**src/rtl/sha1md_pkg.sv**
```systemverilog
// Shared types, constants and round functions for the SHA-1 digest engine.
// No dependencies; used by every module under rtl/.
package sha1md_pkg;

   typedef logic [31:0] word_type;
   typedef logic [0:4][31:0] hash_type;

   typedef struct packed {
      logic [31:0] word;
      logic [2:0]  byte_count;
      logic        last;
   } req_type;

   typedef struct packed {
      logic [63:0] digest_high;
      logic [63:0] digest_middle;
      logic [31:0] digest_low;
   } rsp_type;

   typedef struct packed {
      logic push;
      logic step;
      logic expand;
   } sched_ctrl_type;

   localparam hash_type IV = {32'h6745_2301, 32'hefcd_ab89, 32'h98ba_dcfe,
                              32'h1032_5476, 32'hc3d2_e1f0};

   localparam word_type K0 = 32'h5a82_7999;
   localparam word_type K1 = 32'h6ed9_eba1;
   localparam word_type K2 = 32'h8f1b_bcdc;
   localparam word_type K3 = 32'hca62_c1d6;

   localparam word_type PAD_MARKER = 32'h8000_0000;

   localparam logic [6:0] ROUND_PHASE1 = 7'd20;
   localparam logic [6:0] ROUND_PHASE2 = 7'd40;
   localparam logic [6:0] ROUND_PHASE3 = 7'd60;
   localparam logic [6:0] ROUND_LAST   = 7'd79;
   localparam logic [6:0] ROUND_EXPAND = 7'd16;

   localparam logic [3:0] POS_LEN_HI = 4'd14;
   localparam logic [3:0] POS_LEN_LO = 4'd15;

   function automatic word_type round_f(logic [6:0] rnd, word_type b, word_type c,
                                        word_type d);
      word_type f;
      if (rnd < ROUND_PHASE1) begin
         f = (b & c) | (~b & d);
      end else if (rnd < ROUND_PHASE2) begin
         f = b ^ c ^ d;
      end else if (rnd < ROUND_PHASE3) begin
         f = (b & c) | (b & d) | (c & d);
      end else begin
         f = b ^ c ^ d;
      end
      return f;
   endfunction

   function automatic word_type round_k(logic [6:0] rnd);
      word_type k;
      if (rnd < ROUND_PHASE1) begin
         k = K0;
      end else if (rnd < ROUND_PHASE2) begin
         k = K1;
      end else if (rnd < ROUND_PHASE3) begin
         k = K2;
      end else begin
         k = K3;
      end
      return k;
   endfunction

endpackage

```
**src/rtl/sha1md_top.sv**
```systemverilog
// Top level of the SHA-1 digest engine: sequencer, padding, length, chaining value.
// Depends on sha1md_pkg, sha1md_sched and sha1md_round.
//
//   channel  dir  ports                          payload
//   req      in   req_valid/req_ready/req_data   word, byte_count, last
//   rsp      out  rsp_valid/rsp_ready/rsp_data   digest_high, digest_middle, digest_low
//
// Words are taken one per cycle while the sequencer is idle; the sixteenth word of a block
// starts the 80 rounds, followed by the chaining add.
// After the final word, padding words go in one per cycle and one or two more blocks run.
// The digest sits in an output register; a new message is taken while it waits, and
// only the last chaining add of the next message waits for rsp_ready.
// Reset returns the chaining value to the initial vector; the schedule is not cleared.
module sha1_message_digest_top (
   input  logic                clock,
   input  logic                reset,
   input  logic                req_valid,
   output logic                req_ready,
   input  sha1md_pkg::req_type req_data,
   output logic                rsp_valid,
   input  logic                rsp_ready,
   output sha1md_pkg::rsp_type rsp_data
);

   typedef enum logic [3:0] {
      ST_IDLE  = 4'b0001,
      ST_PAD   = 4'b0010,
      ST_ROUND = 4'b0100,
      ST_ADD   = 4'b1000
   } state_type;

   state_type state_ff, state_in;
   logic [3:0]  pos_ff, pos_in;
   logic [6:0]  round_ff, round_in;
   logic [60:0] bytes_ff, bytes_in;
   sha1md_pkg::hash_type cv_ff, cv_in;
   logic mark_ff, mark_in;
   logic hi_ff, hi_in;
   logic lo_ff, lo_in;
   logic pad_ff, pad_in;
   logic rsp_valid_ff, rsp_valid_in;
   sha1md_pkg::rsp_type rsp_data_ff, rsp_data_in;

   sha1md_pkg::sched_ctrl_type sched_ctrl;
   sha1md_pkg::word_type push_word;
   sha1md_pkg::word_type w;
   sha1md_pkg::hash_type r_q;
   sha1md_pkg::hash_type sum;
   logic       round_load;
   logic       req_fire;
   logic [2:0] count_eff;
   logic [63:0] bit_len;

   assign req_ready = (state_ff == ST_IDLE);
   assign req_fire  = req_valid && req_ready;
   assign rsp_valid = rsp_valid_ff;
   assign rsp_data  = rsp_data_ff;
   assign bit_len   = {bytes_ff, 3'b000};

   always_comb begin
      for (int i = 0; i < 5; i++) begin
         sum[i] = cv_ff[i] + r_q[i];
      end
   end

   always_comb begin
      if (!req_data.last || req_data.byte_count > 3'd4) begin
         count_eff = 3'd4;
      end else begin
         count_eff = req_data.byte_count;
      end
   end

   always_comb begin
      state_in     = state_ff;
      pos_in       = pos_ff;
      round_in     = round_ff;
      bytes_in     = bytes_ff;
      cv_in        = cv_ff;
      mark_in      = mark_ff;
      hi_in        = hi_ff;
      lo_in        = lo_ff;
      pad_in       = pad_ff;
      rsp_valid_in = rsp_valid_ff && !rsp_ready;
      rsp_data_in  = rsp_data_ff;
      push_word    = req_data.word;
      sched_ctrl   = '0;
      round_load   = 1'b0;

      case (state_ff)
         ST_IDLE: begin
            if (req_fire) begin
               bytes_in = bytes_ff + 61'(count_eff);
               if (req_data.last) begin
                  pad_in = 1'b1;
                  case (req_data.byte_count)
                     3'd0: push_word = sha1md_pkg::PAD_MARKER;
                     3'd1: push_word = {req_data.word[31:24], 24'h80_0000};
                     3'd2: push_word = {req_data.word[31:16], 16'h8000};
                     3'd3: push_word = {req_data.word[31:8], 8'h80};
                     default: begin
                        push_word = req_data.word;
                        mark_in   = 1'b1;
                     end
                  endcase
               end
               sched_ctrl.push = 1'b1;
               pos_in = pos_ff + 4'd1;
               if (pos_ff == sha1md_pkg::POS_LEN_LO) begin
                  state_in   = ST_ROUND;
                  round_load = 1'b1;
               end else if (req_data.last) begin
                  state_in = ST_PAD;
               end
            end
         end
         ST_PAD: begin
            if (mark_ff) begin
               push_word = sha1md_pkg::PAD_MARKER;
               mark_in   = 1'b0;
            end else if (hi_ff) begin
               push_word = bit_len[31:0];
               lo_in     = 1'b1;
            end else if (pos_ff == sha1md_pkg::POS_LEN_HI) begin
               push_word = bit_len[63:32];
               hi_in     = 1'b1;
            end else begin
               push_word = '0;
            end
            sched_ctrl.push = 1'b1;
            pos_in = pos_ff + 4'd1;
            if (pos_ff == sha1md_pkg::POS_LEN_LO) begin
               state_in   = ST_ROUND;
               round_load = 1'b1;
            end
         end
         ST_ROUND: begin
            sched_ctrl.step   = 1'b1;
            sched_ctrl.expand = (round_ff >= sha1md_pkg::ROUND_EXPAND);
            if (round_ff == sha1md_pkg::ROUND_LAST) begin
               round_in = '0;
               state_in = ST_ADD;
            end else begin
               round_in = round_ff + 7'd1;
            end
         end
         ST_ADD: begin
            if (!lo_ff) begin
               cv_in    = sum;
               state_in = pad_ff ? ST_PAD : ST_IDLE;
            end else if (!rsp_valid_ff || rsp_ready) begin
               rsp_valid_in              = 1'b1;
               rsp_data_in.digest_high   = {sum[0], sum[1]};
               rsp_data_in.digest_middle = {sum[2], sum[3]};
               rsp_data_in.digest_low    = sum[4];
               cv_in    = sha1md_pkg::IV;
               bytes_in = '0;
               pos_in   = '0;
               mark_in  = 1'b0;
               hi_in    = 1'b0;
               lo_in    = 1'b0;
               pad_in   = 1'b0;
               state_in = ST_IDLE;
            end
         end
         default: begin
            state_in = ST_IDLE;
         end
      endcase
   end

   always_ff @(posedge clock) begin
      if (reset) begin
         state_ff     <= ST_IDLE;
         pos_ff       <= '0;
         round_ff     <= '0;
         bytes_ff     <= '0;
         cv_ff        <= sha1md_pkg::IV;
         mark_ff      <= 1'b0;
         hi_ff        <= 1'b0;
         lo_ff        <= 1'b0;
         pad_ff       <= 1'b0;
         rsp_valid_ff <= 1'b0;
      end else begin
         state_ff     <= state_in;
         pos_ff       <= pos_in;
         round_ff     <= round_in;
         bytes_ff     <= bytes_in;
         cv_ff        <= cv_in;
         mark_ff      <= mark_in;
         hi_ff        <= hi_in;
         lo_ff        <= lo_in;
         pad_ff       <= pad_in;
         rsp_valid_ff <= rsp_valid_in;
      end
   end

   always_ff @(posedge clock) begin
      rsp_data_ff <= rsp_data_in;
   end

   sha1md_sched u_sched (
      .clock     (clock),
      .ctrl      (sched_ctrl),
      .push_word (push_word),
      .w_out     (w)
   );

   sha1md_round u_round (
      .clock      (clock),
      .load       (round_load),
      .load_value (cv_ff),
      .step       (sched_ctrl.step),
      .rnd        (round_ff),
      .w          (w),
      .regs       (r_q)
   );

`ifndef SYNTHESIS
   a_state_onehot: assert property (@(posedge clock) disable iff (reset)
      $onehot(state_ff))
      else $error("state register not one-hot");

   a_round_to_add: assert property (@(posedge clock) disable iff (reset)
      (state_ff == ST_ROUND) && (round_ff == sha1md_pkg::ROUND_LAST) |=> (state_ff == ST_ADD))
      else $error("compression did not end after the last round");

   a_block_aligned: assert property (@(posedge clock) disable iff (reset)
      $rose(state_ff == ST_ROUND) |-> (pos_ff == 4'd0) && (round_ff == 7'd0))
      else $error("compression started on a partial block");

   a_len_order: assert property (@(posedge clock) disable iff (reset)
      lo_ff |-> hi_ff && pad_ff && !mark_ff)
      else $error("length words out of order");

   a_pad_flag: assert property (@(posedge clock) disable iff (reset)
      (state_ff == ST_PAD) |-> pad_ff)
      else $error("padding without a final word");
`endif

endmodule

```
**src/rtl/sha1md_sched.sv**
```systemverilog
// 16-word message schedule shift ring with in-place W expansion.
// Depends on sha1md_pkg.
module sha1md_sched (
   input  logic                       clock,
   input  sha1md_pkg::sched_ctrl_type ctrl,
   input  sha1md_pkg::word_type       push_word,
   output sha1md_pkg::word_type       w_out
);

   sha1md_pkg::word_type ring_ff [16];
   sha1md_pkg::word_type expanded;
   sha1md_pkg::word_type step_word;

   always_comb begin
      expanded  = ring_ff[13] ^ ring_ff[8] ^ ring_ff[2] ^ ring_ff[0];
      step_word = ctrl.expand ? {expanded[30:0], expanded[31]} : ring_ff[0];
   end

   assign w_out = step_word;

   always_ff @(posedge clock) begin
      if (ctrl.push || ctrl.step) begin
         for (int i = 0; i < 15; i++) begin
            ring_ff[i] <= ring_ff[i+1];
         end
         ring_ff[15] <= ctrl.push ? push_word : step_word;
      end
   end

endmodule

```
**src/rtl/sha1md_round.sv**
```systemverilog
// SHA-1 round unit: the five working registers and one round per step.
// Depends on sha1md_pkg.
module sha1md_round (
   input  logic                 clock,
   input  logic                 load,
   input  sha1md_pkg::hash_type load_value,
   input  logic                 step,
   input  logic [6:0]           rnd,
   input  sha1md_pkg::word_type w,
   output sha1md_pkg::hash_type regs
);

   sha1md_pkg::hash_type r_ff;
   sha1md_pkg::hash_type r_in;
   sha1md_pkg::word_type t;

   always_comb begin
      t = {r_ff[0][26:0], r_ff[0][31:27]}
          + sha1md_pkg::round_f(rnd, r_ff[1], r_ff[2], r_ff[3])
          + r_ff[4] + sha1md_pkg::round_k(rnd) + w;
      r_in[0] = t;
      r_in[1] = r_ff[0];
      r_in[2] = {r_ff[1][1:0], r_ff[1][31:2]};
      r_in[3] = r_ff[2];
      r_in[4] = r_ff[3];
   end

   always_ff @(posedge clock) begin
      if (load) begin
         r_ff <= load_value;
      end else if (step) begin
         r_ff <= r_in;
      end
   end

   assign regs = r_ff;

endmodule

```
**config.mk**
```make
export PLATFORM = sky130hd
export DESIGN_NAME = sha1_message_digest_top
export DESIGN_NICKNAME = d
export VERILOG_FILES = /design/src/rtl/sha1md_pkg.sv /design/src/rtl/sha1md_top.sv /design/src/rtl/sha1md_sched.sv /design/src/rtl/sha1md_round.sv
export SDC_FILE = /design/constraint.sdc
export NUM_CORES = 2
export LEC_CHECK = 0
export BUFFER_PORTS_ARGS = -buffer_cell sky130_fd_sc_hd__buf_2
export CORE_ASPECT_RATIO = 0.8
export CORE_MARGIN = 1.5
export CORE_UTILIZATION = 40
export CTS_CLUSTER_SIZE = 24
export DETAILED_ROUTE_END_ITERATION = 10
export PLACE_DENSITY_LB_ADDON = 0.25
export SYNTH_ARGS = -nofsm -noshare
export SYNTH_HDL_FRONTEND = slang
export SYNTH_SLANG_ARGS = --single-unit
```
**constraint.sdc**
```tcl
create_clock -name clock -period 17.4 [get_ports clock]
set_clock_uncertainty 0.15 [all_clocks]
set_input_delay 0.87 -clock clock [delete_from_list [all_inputs] [get_ports clock]]
set_output_delay 0.87 -clock clock [all_outputs]
set_load 0.03 [all_outputs]
```
==> results.json <==
{
  "critical_register_to_register_path_startpoint": "round_ff[3]",
  "crit_path_end_kind": "flop",
  "setup-tns-final_ps": 0,
  "yosysTopAreaCellShare": 0.492,
  "whs_ps": 236,
  "fin_area_sq_um": 57400,
  "worst_ir_drop_vdd_mv": 0.112,
  "antenna_viol_nets_final": 0,
  "nFillCells": 11400,
  "net-switching-power_mw": 1.67,
  "postCtsSetupBuffers": 0,
  "clkPwrFrac": 0.364,
  "avgSynthCellArea_sq_um": 12.1,
  "status": "finished, final reports clean",
  "row_count": 116,
  "drt-pass1-iter-count": 7,
  "via_count_of_the_first_global_routing_pass": 31500,
  "max_cap_violations": 0,
  "setup_repair_after_global_routing_missed_its_margin": "no",
  "finalWeightedCongestion": 0.937,
  "largest_buffer_count_on_any_clock_path": 3,
  "syn_std_cell_area_sq_um": 50800,
  "synth_top_flop_cell": "sky130_fd_sc_hd__edfxtp_1",
  "dp_hpwl_microns": 102000,
  "ctsRootBufferMaster": "sky130_fd_sc_hd__clkbuf_16",
  "drive_gt1_frac": 0.103,
  "layout_overhead_on_the_synthesized_area_pct": 12.9,
  "combinationalPowerShare": 0.117,
  "timing.slew.headroom": 0.221,
  "preCtsSetupSlack_ps": 9340,
  "postSynthCellCount": 4193,
  "dr_total_vias": 34000,
  "share_seq_of_total_power": 0.520,
  "tritoncts": "yes",
  "maxSlewViolCount": 0,
  "synth_edf_count": 832,
  "h-tree-depth": 3,
  "placeableCoreArea_sq_um": 126000,
  "worst_r2r_path_depth": 26,
  "clk-insertion-delay-late_ps": 760,
  "yosys.area.top_type": "sky130_fd_sc_hd__edfxtp_1",
  "wirelength_microns": 143000,
  "class_of_the_tightest_hold_or_removal_check": "reg -> reg",
  "synth_fp_nets": 4585,
  "initial_utilization": 0.405,
  "layout_min_cycle_time_ps": 8150,
  "grt_first_pass_wirelength_microns": 208000,
  "postPlaceCellArea_sq_um": 53800,
  "required_ps": 17700,
  "worst_ep_arrival_time_ps": 8450,
  "cts_resized": 0,
  "cts_inserted_buffers": 111,
  "power.static_leakage_nw": 21.6,
  "detail_route.iter0.violations": 3420,
  "timing.critical_path.to": "u_round.regs[158]",
  "cts.reportedPaths.clkPinSlew_ps": 70,
  "powerDensity_nw_per_um2": 113,
  "io_pins": 202,
  "reg2reg_slack_ps": 9250,
  "switching_share": 0.256,
  "setup.worst_path.class": "reg -> reg",
  "timing.rr.end": "u_round.regs[158]",
  "grt_start_max_net_pins": 180,
  "yosys_register_bits": 1073,
  "cts-hold-fix-buffers": 0,
  "asyncSetResetFlopFracSynth": 0,
  "max_fanout_on_critical_path": 21,
  "seq_area_frac_synth": 0.587,
  "final_critical_path_setup_slack_ps": 9250,
  "finish.utilization": 0.457,
  "chipWidth_microns": 402,
  "yosys-top-cells-area": "sky130_fd_sc_hd__edfxtp_1, sky130_fd_sc_hd__dfxtp_1, sky130_fd_sc_hd__ha_1",
  "setup-violations-final": 0,
  "max_freq_mhz": 123,
  "routedWlPerCell_microns": 23.2,
  "synth.distinct_cells": 91,
  "die_height_microns": 322,
  "antenna_found_initial": 6,
  "startpoint_type": "flop",
  "vias_per_cell": 5.52,
  "crit_path_start": "round_ff[3]",
  "design.final.nets": 4806,
  "min_from": "u_sched.ring_ff[6][21]",
  "design.die.area_sq_um": 129000,
  "transition_time_at_the_pin_with_the_least_slew_margin_ps": 1170,
  "groute.usage.overall": 0.218,
  "portBuffers": 201,
  "hold_viol": 0,
  "timing.final.crit_share": 0.469,
  "grt.overflow.total": 0,
  "post-route-drc-count": 0,
  "internal-power_mw": 4.84,
  "ys_warn_count": 0,
  "tritoncts_num_sinks": 1073
}
-- per-stage QoR --
| step | std cells | total power [mW] |
|---|---|---|
| 6_report | 6164 | 6.51 |
| 3_3_place_gp | 5953 | 4.17 |
| 5_1_grt | 6163 | 6.77 |
| 2_1_floorplan | 4193 | 4.09 |
| 3_5_place_dp | 5953 | 4.19 |
| 4_1_cts | 6163 | 6.58 |
-- placed cells by master (no fill, tap or decap), drive strengths merged, types with 11 or more instances in the layout --
master    synthesis  layout
xor2             82      82
nor2            289     289
nand4            15      15
a211oi           28      28
o21ai           174     174
edfxtp          832     832
nor4             13      13
xnor2           230     230
o22a             11      11
mux2i            14      14
nor2b            42      42
nor3             43      43
a21o             90      90
a221o            44      44
clkbuf          120     150
dfxtp           241     241
o211ai           11      11
inv             196     203
and2             18      18
ha              227     227
nand2           566     566
a21oi           257     257
a22oi            54      54
fa              125     125
o21a             26      26
a22o             28      28
o32ai            22      22
o22ai            40      40
clkinvlp          0      12
o21bai           23      23
nand3            55      55
nand2b           58      58
buf              13     241
and3             25      25
a31oi            20      20
clkinv            1      36
or3              31      31
-- Yosys cell counts (all sizes together), types with 7 or more instances --
| master | number |
|---|---|
| edfxtp | 832 |
| nand2 | 566 |
| nor2 | 289 |
| a21oi | 257 |
| dfxtp | 241 |
| xnor2 | 230 |
| ha | 227 |
| inv | 196 |
| o21ai | 174 |
| fa | 125 |
| clkbuf | 120 |
| a21o | 90 |
| xor2 | 82 |
| nand2b | 58 |
| nand3 | 55 |
| a22oi | 54 |
| a221o | 44 |
| nor3 | 43 |
| nor2b | 42 |
| o22ai | 40 |
| or3 | 31 |
| a211oi | 28 |
| a22o | 28 |
| o21a | 26 |
| and3 | 25 |
| o21bai | 23 |
| o32ai | 22 |
| a31oi | 20 |
| and2 | 18 |
| nand4 | 15 |
| mux2i | 14 |
| buf | 13 |
| nor4 | 13 |
| o211ai | 11 |
| o22a | 11 |
| nor3b | 9 |
| o32a | 9 |
| a221oi | 7 |
-- worst max-delay path, stage by stage (launching register included) --
cell and delay, ps:
sky130_fd_sc_hd__dfxtp_1 350, sky130_fd_sc_hd__and2_1 220, sky130_fd_sc_hd__a31oi_1 670, sky130_fd_sc_hd__inv_1 330
sky130_fd_sc_hd__nor2_1 300, sky130_fd_sc_hd__clkinv_1 120, sky130_fd_sc_hd__nand2_1 420, sky130_fd_sc_hd__buf_4 380
sky130_fd_sc_hd__nor2_1 70, sky130_fd_sc_hd__nor2_1 130, sky130_fd_sc_hd__fa_1 450, sky130_fd_sc_hd__fa_1 510
sky130_fd_sc_hd__inv_1 50, sky130_fd_sc_hd__fa_1 590, sky130_fd_sc_hd__inv_1 60, sky130_fd_sc_hd__ha_1 290
sky130_fd_sc_hd__a211oi_1 110, sky130_fd_sc_hd__o211ai_1 330, sky130_fd_sc_hd__nand3_1 190, sky130_fd_sc_hd__a311oi_1 490
sky130_fd_sc_hd__a41oi_1 220, sky130_fd_sc_hd__a21boi_0 450, sky130_fd_sc_hd__o2111ai_1 280, sky130_fd_sc_hd__a31o_2 300
sky130_fd_sc_hd__o21a_1 190, sky130_fd_sc_hd__xor2_1 130, sky130_fd_sc_hd__o21ai_0 90
-- how the worst min path moves through the flow --
stage	to	slack, ps	cells past startpoint
floorplan	u_sched.ring_ff[0][0]	250	0
global route	u_sched.ring_ff[5][21]	240	0
detailed placement	u_sched.ring_ff[0][31]	250	0
CTS	u_sched.ring_ff[5][21]	230	0
global placement	u_sched.ring_ff[2][9]	250	0
finish	u_sched.ring_ff[5][21]	240	0
-- power groups by stage --
stage,logic [mW],clock network [mW],registers [mW]
2_1_floorplan,0.527,0,3.56
3_3_place_gp,0.755,0,3.42
3_5_place_dp,0.760,0,3.43
4_1_cts,0.764,2.43,3.38
5_1_grt,0.838,2.52,3.41
6_report,0.760,2.37,3.38
-- cell type report --
| class | count | area [sq um] | area share |
|---|---|---|---|
| Sequential cell | 1073 | 29800 | 0.519 |
| Multi-Input combinational cell | 2790 | 19900 | 0.346 |
| Clock buffer | 150 | 3050 | 0.0531 |
| Tap cell | 1652 | 2070 | 0.0360 |
| Timing Repair Buffer | 241 | 1320 | 0.0230 |
| Inverter | 197 | 739 | 0.0129 |
| Clock inverter | 60 | 548 | 0.00955 |
| Antenna cell | 1 | 2.50 | 0.0000436 |
-- state kept, by name, indices dropped and copies added (netlist names) --
register         flops
mark_ff              1
lo_ff                1
bytes_ff            61
pos_ff               4
state_ff             4
rsp_valid            1
hi_ff                1
round_ff             7
cv_ff              160
u_round.regs       160
rsp_data           160
pad_ff               1
u_sched.ring_ff    512
-- per-layer routing --
layer,GRT usage,share of wire,vias up
met1,0.333,0.47,16900
met5,0,0,-
li1,-,-,15700
met2,0.304,0.41,1296
met4,0.0576,0.024,0
met3,0.0533,0.092,194
-- cell families after synthesis --
logic type,synth area share
flip-flops,0.587
multiplexers,0.00342
AO/OA/AOI/OAI,0.121
XOR/XNOR,0.0538
adder cells (fa/ha/maj),0.105
AND/OR/NAND/NOR,0.106
buffers and inverters,0.0246
Power figures use the tool's default switching activity.
